[src/rtl/mase_pkg.sv]
// Package: shared constants for the multicycle ALU station execute core.
`default_nettype none

package mase_pkg;

    // Field widths
    localparam int DataWidth    = 16;
    localparam int LatWidth     = 6;
    localparam int NumStations  = 8;
    localparam int StationWidth = $clog2(NumStations);
    localparam int OpWidth      = 3;
    localparam int NumRegs      = 6;
    localparam int RegIdxWidth  = $clog2(NumRegs);

    // Packed request layout (lowest bit first)
    localparam int InPackWidth  = StationWidth + 5 * DataWidth;
    localparam int InDataWidth  = ((InPackWidth + 7) / 8) * 8;
    localparam int OutUserWidth = 5;

    // Opcodes
    localparam logic [OpWidth-1:0] OP_ADD  = 3'd0;
    localparam logic [OpWidth-1:0] OP_ADDI = 3'd1;
    localparam logic [OpWidth-1:0] OP_DIV  = 3'd2;
    localparam logic [OpWidth-1:0] OP_BEQ  = 3'd3;
    localparam logic [OpWidth-1:0] OP_JAL  = 3'd4;
    localparam logic [OpWidth-1:0] OP_JALR = 3'd5;
    localparam logic [OpWidth-1:0] OP_NEG  = 3'd6;
    localparam logic [OpWidth-1:0] OP_ABS  = 3'd7;

    // Latency register indexes
    localparam logic [RegIdxWidth-1:0] REG_ADD_LAT    = 3'd0;
    localparam logic [RegIdxWidth-1:0] REG_DIV_LAT    = 3'd1;
    localparam logic [RegIdxWidth-1:0] REG_BRANCH_LAT = 3'd2;
    localparam logic [RegIdxWidth-1:0] REG_JUMP_LAT   = 3'd3;
    localparam logic [RegIdxWidth-1:0] REG_NEG_LAT    = 3'd4;
    localparam logic [RegIdxWidth-1:0] REG_ABS_LAT    = 3'd5;

    typedef logic [DataWidth-1:0] t_data;
    typedef logic [LatWidth-1:0]  t_lat;

    // Completion flags of one result
    typedef struct packed {
        logic jump_resolved;
        logic branch_resolved;
        logic branch_taken;
        logic result_written;
        logic finished;
    } t_flags;

endpackage

`default_nettype wire

[src/rtl/multicycle_alu_station_exec_core.sv]
// Top level: reservation station execute core with per-station cycle counters.
`default_nettype none

// Each request is one cycle of one busy reservation station. The per-station
// cycle counters live in an 8-entry synchronous memory (registered read) with
// a valid bit per entry, so all counters read as zero right after reset with
// no clearing pass. A request is read from the counter memory on acceptance,
// evaluated and written back in the next cycle (S_EVAL), and the result is
// handed to the output register in S_PUSH; s_axis_tready rises again only
// when the sequencer is back in S_IDLE after that hand-off.
// A finishing signed divide by a nonzero divisor runs a radix-2 restoring
// divider, one quotient bit a cycle (16 steps in S_DIV plus a sign-fix
// step in S_DFIX) between S_EVAL and S_PUSH. The hand-off to the
// output register waits while that register still holds an unaccepted result.
// The core takes one request at a time; a new request may be accepted while
// the previous result still waits at the output. Latency registers are
// written through the configuration channel, which is always ready.
module multicycle_alu_station_exec_core (
    input  wire logic                                i_clk,
    input  wire logic                                i_rst_n,
    // Configuration writes
    input  wire logic                                i_cfg_valid,
    output logic                                     o_cfg_ready,
    input  wire logic [mase_pkg::RegIdxWidth-1:0]    i_cfg_index,
    input  wire logic [mase_pkg::LatWidth-1:0]       i_cfg_data,
    // Station request stream
    input  wire logic                                s_axis_tvalid,
    output logic                                     s_axis_tready,
    // tdata: station[2:0], operand_j[18:3], operand_k[34:19], immediate[50:35],
    //        instruction_pc[66:51], fetch_pc[82:67], zero pad[87:83]
    input  wire logic [mase_pkg::InDataWidth-1:0]    s_axis_tdata,
    // tuser: opcode[2:0]
    input  wire logic [mase_pkg::OpWidth-1:0]        s_axis_tuser,
    // Result stream
    output logic                                     m_axis_tvalid,
    input  wire logic                                m_axis_tready,
    // tdata: result_value[15:0]
    output logic [mase_pkg::DataWidth-1:0]           m_axis_tdata,
    // tuser: finished[0], result_written[1], branch_taken[2],
    //        branch_resolved[3], jump_resolved[4]
    output logic [mase_pkg::OutUserWidth-1:0]        m_axis_tuser
);

    localparam int DW = mase_pkg::DataWidth;
    localparam int SW = mase_pkg::StationWidth;
    localparam int DivCntWidth = $clog2(DW);

    // Sequencer states
    localparam logic [2:0] S_IDLE = 3'd0;
    localparam logic [2:0] S_EVAL = 3'd1;
    localparam logic [2:0] S_DIV  = 3'd2;
    localparam logic [2:0] S_DFIX = 3'd3;
    localparam logic [2:0] S_PUSH = 3'd4;

    logic [2:0] r_state, n_state;

    // Latency registers
    mase_pkg::t_lat r_lat [mase_pkg::NumRegs];

    // Counter memory and its valid bits
    mase_pkg::t_lat r_cnt_mem [mase_pkg::NumStations];
    logic [mase_pkg::NumStations-1:0] r_cnt_vld;
    mase_pkg::t_lat r_cnt_rd;
    logic           r_vld_rd;

    // Latched request
    logic [SW-1:0]               r_station;
    logic [mase_pkg::OpWidth-1:0] r_op;
    mase_pkg::t_data r_vj, r_vk, r_imm, r_ipc, r_fpc;

    // Divider
    mase_pkg::t_data        r_quo, r_dvs, r_rem;
    logic                   r_neg;
    logic [DivCntWidth-1:0] r_div_cnt;

    // Pending result
    mase_pkg::t_data  r_res_value;
    mase_pkg::t_flags r_res_flags;

    // Output register
    logic             r_m_valid;
    mase_pkg::t_data  r_m_data;
    mase_pkg::t_flags r_m_flags;

    logic in_fire, cfg_fire, out_free;
    mase_pkg::t_lat  cnt_cur, cnt_next, lat_sel;
    logic            done;
    logic            div_go;
    mase_pkg::t_data eval_value;
    mase_pkg::t_flags eval_flags;
    logic [DW:0]     div_shift, div_trial;

    assign o_cfg_ready   = 1'b1;
    assign cfg_fire      = i_cfg_valid;
    assign s_axis_tready = (r_state == S_IDLE);
    assign in_fire       = s_axis_tvalid && s_axis_tready;
    assign out_free      = !r_m_valid || m_axis_tready;

    assign m_axis_tvalid = r_m_valid;
    assign m_axis_tdata  = r_m_data;
    assign m_axis_tuser  = r_m_flags;

    // Latency of the current opcode
    always_comb begin
        case (r_op)
            mase_pkg::OP_ADD, mase_pkg::OP_ADDI: lat_sel = r_lat[mase_pkg::REG_ADD_LAT];
            mase_pkg::OP_DIV:                    lat_sel = r_lat[mase_pkg::REG_DIV_LAT];
            mase_pkg::OP_BEQ:                    lat_sel = r_lat[mase_pkg::REG_BRANCH_LAT];
            mase_pkg::OP_JAL, mase_pkg::OP_JALR: lat_sel = r_lat[mase_pkg::REG_JUMP_LAT];
            mase_pkg::OP_NEG:                    lat_sel = r_lat[mase_pkg::REG_NEG_LAT];
            default:                             lat_sel = r_lat[mase_pkg::REG_ABS_LAT];
        endcase
    end

    // Counter update; wraps at six bits
    assign cnt_cur  = r_vld_rd ? r_cnt_rd : '0;
    assign cnt_next = cnt_cur + mase_pkg::LatWidth'(1);
    assign done     = !(cnt_next < lat_sel);
    assign div_go   = done && (r_op == mase_pkg::OP_DIV) && (r_vk != '0);

    // Result value and flags of a finishing operation (the divider overwrites the value for a nonzero divisor)
    always_comb begin
        eval_value = '0;
        eval_flags = '0;
        if (done) begin
            eval_flags.finished       = 1'b1;
            eval_flags.result_written = 1'b1;
            case (r_op)
                mase_pkg::OP_ADD:  eval_value = r_vj + r_vk;
                mase_pkg::OP_ADDI: eval_value = r_vj + r_imm;
                mase_pkg::OP_DIV:  eval_value = '1;   // divide by zero
                mase_pkg::OP_BEQ: begin
                    eval_flags.branch_resolved = 1'b1;
                    if (r_vj == r_vk) begin
                        eval_flags.branch_taken = 1'b1;
                        eval_value = r_ipc + r_imm + DW'(1);
                    end else begin
                        eval_flags.result_written = 1'b0;
                    end
                end
                mase_pkg::OP_JAL: begin
                    eval_value = r_fpc + r_imm + DW'(1);
                    eval_flags.jump_resolved = 1'b1;
                end
                mase_pkg::OP_JALR: begin
                    eval_value = r_vj;
                    eval_flags.jump_resolved = 1'b1;
                end
                mase_pkg::OP_NEG: eval_value = -r_vj;
                mase_pkg::OP_ABS: eval_value = r_vj[DW-1] ? -r_vj : r_vj;
                default:          eval_value = '0;
            endcase
        end
    end

    // Restoring divide step on magnitudes
    assign div_shift = {r_rem, r_quo[DW-1]};
    assign div_trial = div_shift - {1'b0, r_dvs};

    // Sequencer
    always_comb begin
        n_state = r_state;
        case (r_state)
            S_IDLE: if (in_fire) n_state = S_EVAL;
            S_EVAL: n_state = div_go ? S_DIV : S_PUSH;
            S_DIV:  if (r_div_cnt == DivCntWidth'(DW - 1)) n_state = S_DFIX;
            S_DFIX: n_state = S_PUSH;
            S_PUSH: if (out_free) n_state = S_IDLE;
            default: n_state = S_IDLE;
        endcase
    end

    // Control registers
    always_ff @(posedge i_clk) begin
        if (!i_rst_n) begin
            r_state   <= S_IDLE;
            r_m_valid <= 1'b0;
            r_cnt_vld <= '0;
            r_div_cnt <= '0;
            r_lat[mase_pkg::REG_ADD_LAT]    <= mase_pkg::LatWidth'(1);
            r_lat[mase_pkg::REG_DIV_LAT]    <= mase_pkg::LatWidth'(8);
            r_lat[mase_pkg::REG_BRANCH_LAT] <= mase_pkg::LatWidth'(1);
            r_lat[mase_pkg::REG_JUMP_LAT]   <= mase_pkg::LatWidth'(1);
            r_lat[mase_pkg::REG_NEG_LAT]    <= mase_pkg::LatWidth'(1);
            r_lat[mase_pkg::REG_ABS_LAT]    <= mase_pkg::LatWidth'(1);
        end else begin
            r_state <= n_state;
            if (cfg_fire && (i_cfg_index < mase_pkg::RegIdxWidth'(mase_pkg::NumRegs))) begin
                r_lat[i_cfg_index] <= i_cfg_data;
            end
            if (r_state == S_EVAL) begin
                r_cnt_vld[r_station] <= 1'b1;
            end
            if (r_state == S_EVAL) begin
                r_div_cnt <= '0;
            end else if (r_state == S_DIV) begin
                r_div_cnt <= r_div_cnt + DivCntWidth'(1);
            end
            if (r_state == S_PUSH && out_free) begin
                r_m_valid <= 1'b1;
            end else if (m_axis_tready) begin
                r_m_valid <= 1'b0;
            end
        end
    end

    // Counter memory: read on acceptance, write back after evaluation
    always_ff @(posedge i_clk) begin
        if (in_fire) begin
            r_cnt_rd <= r_cnt_mem[s_axis_tdata[SW-1:0]];
            r_vld_rd <= r_cnt_vld[s_axis_tdata[SW-1:0]];
        end
        if (r_state == S_EVAL) begin
            r_cnt_mem[r_station] <= done ? '0 : cnt_next;
        end
    end

    // Payload and datapath registers
    always_ff @(posedge i_clk) begin
        if (in_fire) begin
            r_station <= s_axis_tdata[SW-1:0];
            r_vj      <= s_axis_tdata[SW +: DW];
            r_vk      <= s_axis_tdata[SW + DW +: DW];
            r_imm     <= s_axis_tdata[SW + 2*DW +: DW];
            r_ipc     <= s_axis_tdata[SW + 3*DW +: DW];
            r_fpc     <= s_axis_tdata[SW + 4*DW +: DW];
            r_op      <= s_axis_tuser;
        end
        case (r_state)
            S_EVAL: begin
                r_res_value <= eval_value;
                r_res_flags <= eval_flags;
                r_quo <= r_vj[DW-1] ? -r_vj : r_vj;
                r_dvs <= r_vk[DW-1] ? -r_vk : r_vk;
                r_rem <= '0;
                r_neg <= r_vj[DW-1] ^ r_vk[DW-1];
            end
            S_DIV: begin
                if (!div_trial[DW]) begin
                    r_rem <= div_trial[DW-1:0];
                    r_quo <= {r_quo[DW-2:0], 1'b1};
                end else begin
                    r_rem <= div_shift[DW-1:0];
                    r_quo <= {r_quo[DW-2:0], 1'b0};
                end
            end
            S_DFIX: begin
                r_res_value <= r_neg ? -r_quo : r_quo;
            end
            default: begin
            end
        endcase
        if (r_state == S_PUSH && out_free) begin
            r_m_data  <= r_res_value;
            r_m_flags <= r_res_flags;
        end
    end

endmodule

`default_nettype wire
[config.mk]
export PLATFORM = sky130hd
export DESIGN_NAME = multicycle_alu_station_exec_core
export DESIGN_NICKNAME = d
export VERILOG_FILES = /design/src/rtl/mase_pkg.sv /design/src/rtl/multicycle_alu_station_exec_core.sv
export SDC_FILE = /design/constraint.sdc
export NUM_CORES = 1
export LEC_CHECK = 0
export BUFFER_PORTS_ARGS = -buffer_cell sky130_fd_sc_hd__buf_2
export CAP_MARGIN = 10
export CORE_MARGIN = 8
export CORE_UTILIZATION = 40
export CTS_BUF_LIST = sky130_fd_sc_hd__clkbuf_8
export CTS_CLUSTER_SIZE = 16
export DETAILED_ROUTE_END_ITERATION = 10
export PLACE_DENSITY = 0.63
export SLEW_MARGIN = 40
export SYNTH_ARGS = -nofsm -noshare
export SYNTH_HDL_FRONTEND = slang
export SYNTH_SLANG_ARGS = --single-unit
[constraint.sdc]
create_clock -name i_clk -period 3.9 [get_ports i_clk]
set_clock_uncertainty 0.1 [all_clocks]
set_input_delay 0.39 -clock i_clk [delete_from_list [all_inputs] [get_ports i_clk]]
set_output_delay 0.39 -clock i_clk [all_outputs]
set_load 0.02 [all_outputs]
======== After elaboration in Yosys (flattened, before gate mapping) ========
Memories as Yosys holds them, arrays and structs flattened. A register that Yosys moved wholly into a read port is not among the register bits.
Index checks and enable logic that the tools add are counted.
storage, ports and cells
  register bits after elaboration ......... 194
  bits in writable memories ............... 84
  input port bits ......................... 105
  output and inout port bits .............. 24
  logic and storage cells ................. 127
  memories kept ........................... 2
operators by class
  add/sub/neg operators ................... 12
  magnitude comparators ................... 5
  equal/unequal tests ..................... 16
  muxes and demuxes ....................... 38
  bitwise logic cells ..................... 4
  reductions and logical operators ........ 21
memories
  name       words  width  rd ports  clocked after Yosys merged registers in  write ports  RTL line                                text
  r_cnt_mem  8      6      1         1                                        1            multicycle_alu_station_exec_core.sv:61  mase_pkg::t_lat r_cnt_mem [mase_pkg::NumStations];
  r_lat      6      6      6         0                                        6            multicycle_alu_station_exec_core.sv:58  mase_pkg::t_lat r_lat [mase_pkg::NumRegs];
operator list
  cell                                                number
  case mux 16 bit (8 select lines)                    1
  case mux 16 bit (2 select lines)                    3
  two-way mux 16 bit                                  5
  adder 16 bit                                        4
  negation 16 bit                                     3
  adder 16 x 1 -> 16 bit, second input constant       2
  case mux 6 bit (5 select lines)                     1
  two-way mux 3 bit                                   6
  two-way mux 6 bit                                   3
  subtractor 17 x 16 -> 17 bit                        1
  == test 16 bit                                      1
  nonzero test 16 bit                                 1
  == test 3 bit, second input constant                5
  two-way mux 1 bit                                   15
  two-way mux 15 bit                                  1
  case mux 3 bit (5 select lines)                     1
  == test 3 x 2 -> 1 bit, second input constant       4
  < comparator 3 x 4 -> 1 bit, second input constant  2
  bitwise OR 8 bit                                    1
  OR reduction 2 bit                                  4
  adder 6 x 1 -> 6 bit, second input constant         1
  == test 3 x 1 -> 1 bit, second input constant       2
  logical AND 1 bit                                   6
  logical NOT 3 bit                                   2
  other kinds (16)                                    21

======== Depth between registers and ports, before layout ========
  word-level depth ........................ 9
  gate-level depth with buffers ........... 19
  depth with buffers taken out ............ 17

======== Least setup slack after synthesis ========
OpenSTA, ideal clock, no wires.
  kind .................................... flip-flop to flip-flop
  start point ............................. register r_state[2]
  end point ............................... register r_cnt_rd[0] (read register of r_cnt_mem) (enable)
  setup time .............................. 462 ps
  data arrival time ....................... 3,264 ps
  data required time ...................... 3,338 ps
  path slack .............................. 74 ps
  cell stages (with the launch flop) ...... 4
  path buffers ............................ 1
  clock period less this slack ............ 3,826 ps
  path through ............................ dfxtp_1 > clkbuf_1 > nor3_1 > and2_1
on the way
  word-level cells in the longest chain between the ends .. 2
ends and longest elaborated chain
  element                 RTL line                                 text
  from (decl)             multicycle_alu_station_exec_core.sv:55   logic [2:0] r_state, n_state;
  from (signal assigned)  multicycle_alu_station_exec_core.sv:187  r_state <= n_state;
  logical NOT 3 bit       multicycle_alu_station_exec_core.sv:95   assign s_axis_tready = (r_state == S_IDLE);
  net s_axis_tready       multicycle_alu_station_exec_core.sv:28   output logic s_axis_tready,
  logical AND 1 bit       multicycle_alu_station_exec_core.sv:96   assign in_fire = s_axis_tvalid && s_axis_tready;
  net in_fire             multicycle_alu_station_exec_core.sv:85   logic in_fire, cfg_fire, out_free;
  to (decl)               multicycle_alu_station_exec_core.sv:63   mase_pkg::t_lat r_cnt_rd;
The timed path passes the listed nets, and every way through them passes these cells.
A chain may end at the register's enable or synchronous reset.

======== Worst setup path in the final report ========
  start point ............................. register r_op[2] (netlist name)
  end point ............................... register r_res_value[12] (data pin)
on the way
  word-level cells in the longest chain between the ends .. 6
  elaborated cells on any way between the ends .. 15
  those cells by class .................... order compare: 1; eq/ne: 7; mux: 4; reduce/logical: 3
ends and longest elaborated chain
  element                                      RTL line                                                                          text
  from (decl)                                  multicycle_alu_station_exec_core.sv:68                                            logic [mase_pkg::OpWidth-1:0] r_op;
  from (signal assigned)                       multicycle_alu_station_exec_core.sv:227                                           r_op <= s_axis_tuser;
  == test 3 bit, or another cell as far along  multicycle_alu_station_exec_core.sv:105, multicycle_alu_station_exec_core.sv:128
  OR reduction 2 bit (on tied branches)        -
  case mux 6 bit (5 select lines)              multicycle_alu_station_exec_core.sv:105                                           case (r_op)
  < comparator 6 bit                           multicycle_alu_station_exec_core.sv:118                                           assign done = !(cnt_next < lat_sel);
  two-way mux 16 bit (*)                       multicycle_alu_station_exec_core.sv:125                                           if (done) begin
  case mux 16 bit (2 select lines) (*)         multicycle_alu_station_exec_core.sv:229                                           case (r_state)
  to (signal assigned)                         multicycle_alu_station_exec_core.sv:231                                           r_res_value <= eval_value;
  to (signal assigned)                         multicycle_alu_station_exec_core.sv:248                                           r_res_value <= r_neg ? -r_quo : r_quo;
  to (decl)                                    multicycle_alu_station_exec_core.sv:77                                            mase_pkg::t_data r_res_value;
Every way passes the cells marked *; elsewhere a longest branch is shown, timed or not.

==> impl_metrics.csv <==
group,metric,value,unit
outcome,run_status,"finished clean",
min_path,worstHoldPathType,"in -> reg",
critical_path,endpoint_of_the_most_critical_register_to_register_path,"r_res_value[12]",
finish,insertedDiodeCount,0,
floorplanning,floorplan.core_area,38400,µm²
critical_path,critPathRequiredTime,4180,ps
critical_path,crit_arrival,3860,ps
critical_path,r2r_setup_slack,320,ps
grt,grtUsageTotal,0.173,
sta,max_slew.worst_pin.slew,801,ps
clocking,cts_root_buf,"clkbuf_8",
critical_path,setup.worst_path.start_class,"flop",
synthesis,dominant_combinational_cell_family_by_area_after_synthesis,"compound AO/OA/AOI/OAI gates",
drt,avgViaCountPerCell,5.31,
clocking,clock_h_tree_levels,2,
drt,wl_per_cell,18.6,µm
synthesis,synth-compound-area-share,0.128,
finish,nNetsFinal,1718,
synthesis,number_of_distinct_standard_cells_referenced_by_the_synthesized_netlist,90,
synthesis,synth-async-reset-ratio,0,
synthesis,dominantRegCellSynth,"edfxtp_1",
drt,detail_route.drc_violations,0,
synthesis,number_of_warning_messages_in_the_yosys_log,0,
clocking,cts_buffers,45,
place,dp_hpwl,28200,µm
critical_path,worstSetupEndpoint,"r_res_value[12]",
grt,grt_overflow_total,0,
critical_path,largest_fanout_of_any_net_on_the_critical_path,6,
place,io_buffers,122,
drt,num_vias,11110,
sta,worst_slew_margin_rel,0.464,
synthesis,synth-edff-count,268,
pwr,max-vdd-ir-drop,0.000262,V
sta,hold_viol,0,
drt,drt-initial-drc-count,694,
finish,largest_registers,"r_cnt_mem x48, r_lat x36",
synthesis,synth.ff_latch_count,284,
floorplanning,num_io_pins,129,
finish,registers.top_by_ff_count,"r_cnt_mem",
grt,number_of_global_route_vias_before_repair,11439,
finish,largest_register_ffs,48,
sta,min_period_over_period,0.917,
finish,post_route_cells_drive_above_1_share,0.190,
floorplanning,dieHeight,212,µm
synthesis,synth_nets,1485,
clocking,clock_path_buffers,3,
sta,post-route-min-period,3580,ps
place,dpl-instance-area,16700,µm²
floorplanning,starting_density,0.402,
pwr,cellLeakagePower,7.12,nW
synthesis,syn-instance-count,1304,
floorplanning,placement_rows,72,
pwr,powerDensity,410,nW/µm²
critical_path,worstRegToRegCells,15,
place,gpl.final_weighted_congestion,0.914,
synthesis,yosys-mux-area-fraction,0.0529,
flow_run,maxCapViolations,0,
synthesis,synth_simple_gate_area_share,0.124,
sta,final_max_slew_viol_count,0,
floorplanning,die_w,212,µm
sta,grt_setup_unrepaired,"false",
grt,grt_pass1_wl,61300,µm
synthesis,synthesized_area,15400,µm²
clocking,clk_latency,590,ps
synthesis,proportion_of_synthesized_chip_area_in_sequential_cells,0.542,
sta,max_clock_freq,279,MHz
grt,grt_antenna_before_repair,0,
critical_path,timing_worst_setup_path_type,"reg -> reg",
synthesis,yosys.area_share.xor_xnor,0.0613,
clocking,cts_tree,"built",
finish,final_design_area_no_fill,18600,µm²
synthesis,yosys.area_share.adder,0.0636,
critical_path,r2r_start,"r_op[2]",
pwr,post-layout-total-power,7.61,mW
finish,flow.area_growth_from_synthesis,20.2,%
floorplanning,fp.dieArea,45100,µm²
clocking,clk_transition_reported_paths,60,ps
grt,grt_start_max_net_pins,60,
critical_path,crit_path_end_kind,"flop",
critical_path,worst_setup_sp,"r_op[2]",
drt,drt_antenna_net_count,0,
drt,drt_wl_total,38800,µm
sta,setup_viol,0,
clocking,sink_count_of_the_clock_tree,284,
sta,fin_setup_tns,0,ps
synthesis,syn_avg_cell_area,11.8,µm²
drt,drt_pre_antenna_iters,6,
## power by group
group	total [mW]	switching, mW	internal (mW)
combinational	1.29	0.718	0.568
clock	2.66	1.19	1.47
sequential	3.67	0.126	3.54
## Yosys cell counts, types with 4 or more instances
cell,count,share of area
nor3b_1,8,0.0039
o22ai_1,14,0.0057
a41oi_1,4,0.0023
nand4_1,7,0.0028
nor3_1,25,0.0081
o32ai_1,7,0.0040
ha_1,72,0.058
xor2_1,59,0.033
and2_1,13,0.0053
nand2_1,110,0.027
nor2b_1,21,0.0085
nor2_1,93,0.023
o211ai_1,4,0.0019
inv_1,56,0.014
o21ai_0,64,0.021
a211oi_1,7,0.0034
a21oi_1,53,0.017
a221o_1,8,0.0052
o2111ai_1,6,0.0034
clkbuf_1,31,0.0075
or3_1,9,0.0036
o311ai_0,6,0.0034
or2_2,4,0.0016
fa_1,4,0.0052
mux2i_1,16,0.010
a31oi_1,16,0.0065
mux4_2,14,0.020
o21a_1,16,0.0078
buf_1,9,0.0022
edfxtp_1,268,0.52
mux2_2,28,0.020
nand2b_1,17,0.0069
nor4_1,9,0.0036
o41ai_1,4,0.0023
xnor2_1,49,0.028
o31ai_1,10,0.0049
buf_2,8,0.0026
a211o_1,4,0.0023
dfxtp_1,16,0.021
and3_1,18,0.0073
a21o_1,21,0.010
nand3_1,23,0.0075
a221oi_1,8,0.0045
## cells in the final DEF, fill, tap and decap left out, types with 23 or more instances in the layout
cell and n:
mux2_2 28, buf_2 122, nor3_1 24, xor2_1 59, o21ai_0 64, inv_1 65, clkbuf_8 47, xnor2_1 49
nand2_1 108, dlygate4sd3_1 83, nor2_1 88, a21oi_1 52, buf_4 30, nand3_1 23, edfxtp_1 268, ha_1 72
## timing repair
| action | CTS | global route |
|---|---|---|
| buffers inserted | 0 | 1 |
| endpoints found under the hold margin | 83 | 0 |
| gates resized for setup | 0 | 3 |
| hold buffers | 83 | 0 |
| endpoints found under the setup margin | 0 | 3 |
## kinds of logic after synthesis
group           Yosys count
simple gates            380
compound gates          286
xor+xnor                108
buf+inv                 109
fa+ha+maj                76
flops                   284
other cells               1
mux                      60
## metrics by stage
| step | setup slack (ps) | util | hold WS, ps | cells |
|---|---|---|---|---|
| floorplan | 74.3 | - | 300 | 1304 |
| global route | 33.7 | 0.484 | 31.4 | 2092 |
| CTS | 263 | 0.483 | 10.0 | 2091 |
| global placement | 289 | 0.436 | 301 | 1924 |
| finish | 322 | 0.484 | 47.8 | 2092 |
| detailed placement | 254 | 0.436 | 305 | 1924 |
## area by class of cell
cell class | instances | area (µm²)
tap | 518 | 648
clock inverter | 37 | 308
multi-input combinational | 911 | 6670
fill | 3489 | 19800
inverter | 58 | 218
clock buffer | 47 | 647
timing repair buffer | 237 | 1700
sequential | 284 | 8370
## routing by layer
metal	wire, µm	GRT usage
met5	0	0
met4	1120	0.0595
met2	18600	0.290
met3	1960	0.0270
met1	17100	0.226
## worst max-delay path, cell delays in order (launching register included)
cell and delay [ps]:
edfxtp_1 380, inv_1 80, nand2_1 90, nor2_4 210
buf_4 150, mux2_2 320, ha_1 320, nor2b_1 150
o21a_1 180, o21ai_0 240, a21oi_1 180, a41oi_1 290
nor2b_1 190, xnor2_1 130, nor2_1 50, o32ai_1 310
## worst min-delay path by stage
stage	from	end	slack, ps	depth (start not counted)
2_1_floorplan	r_res_value[0]	m_axis_tdata[0]	300	0
3_3_place_gp	r_res_value[4]	m_axis_tdata[4]	300	0
3_5_place_dp	r_res_value[10]	m_axis_tdata[10]	300	0
5_1_grt	i_cfg_data[4]	r_lat[3][4]	30	2
6_report	i_cfg_data[5]	r_lat[3][5]	50	2
4_1_cts	i_cfg_data[5]	r_lat[3][5]	10	2
Note: power is estimated with default switching activity, not from simulation.
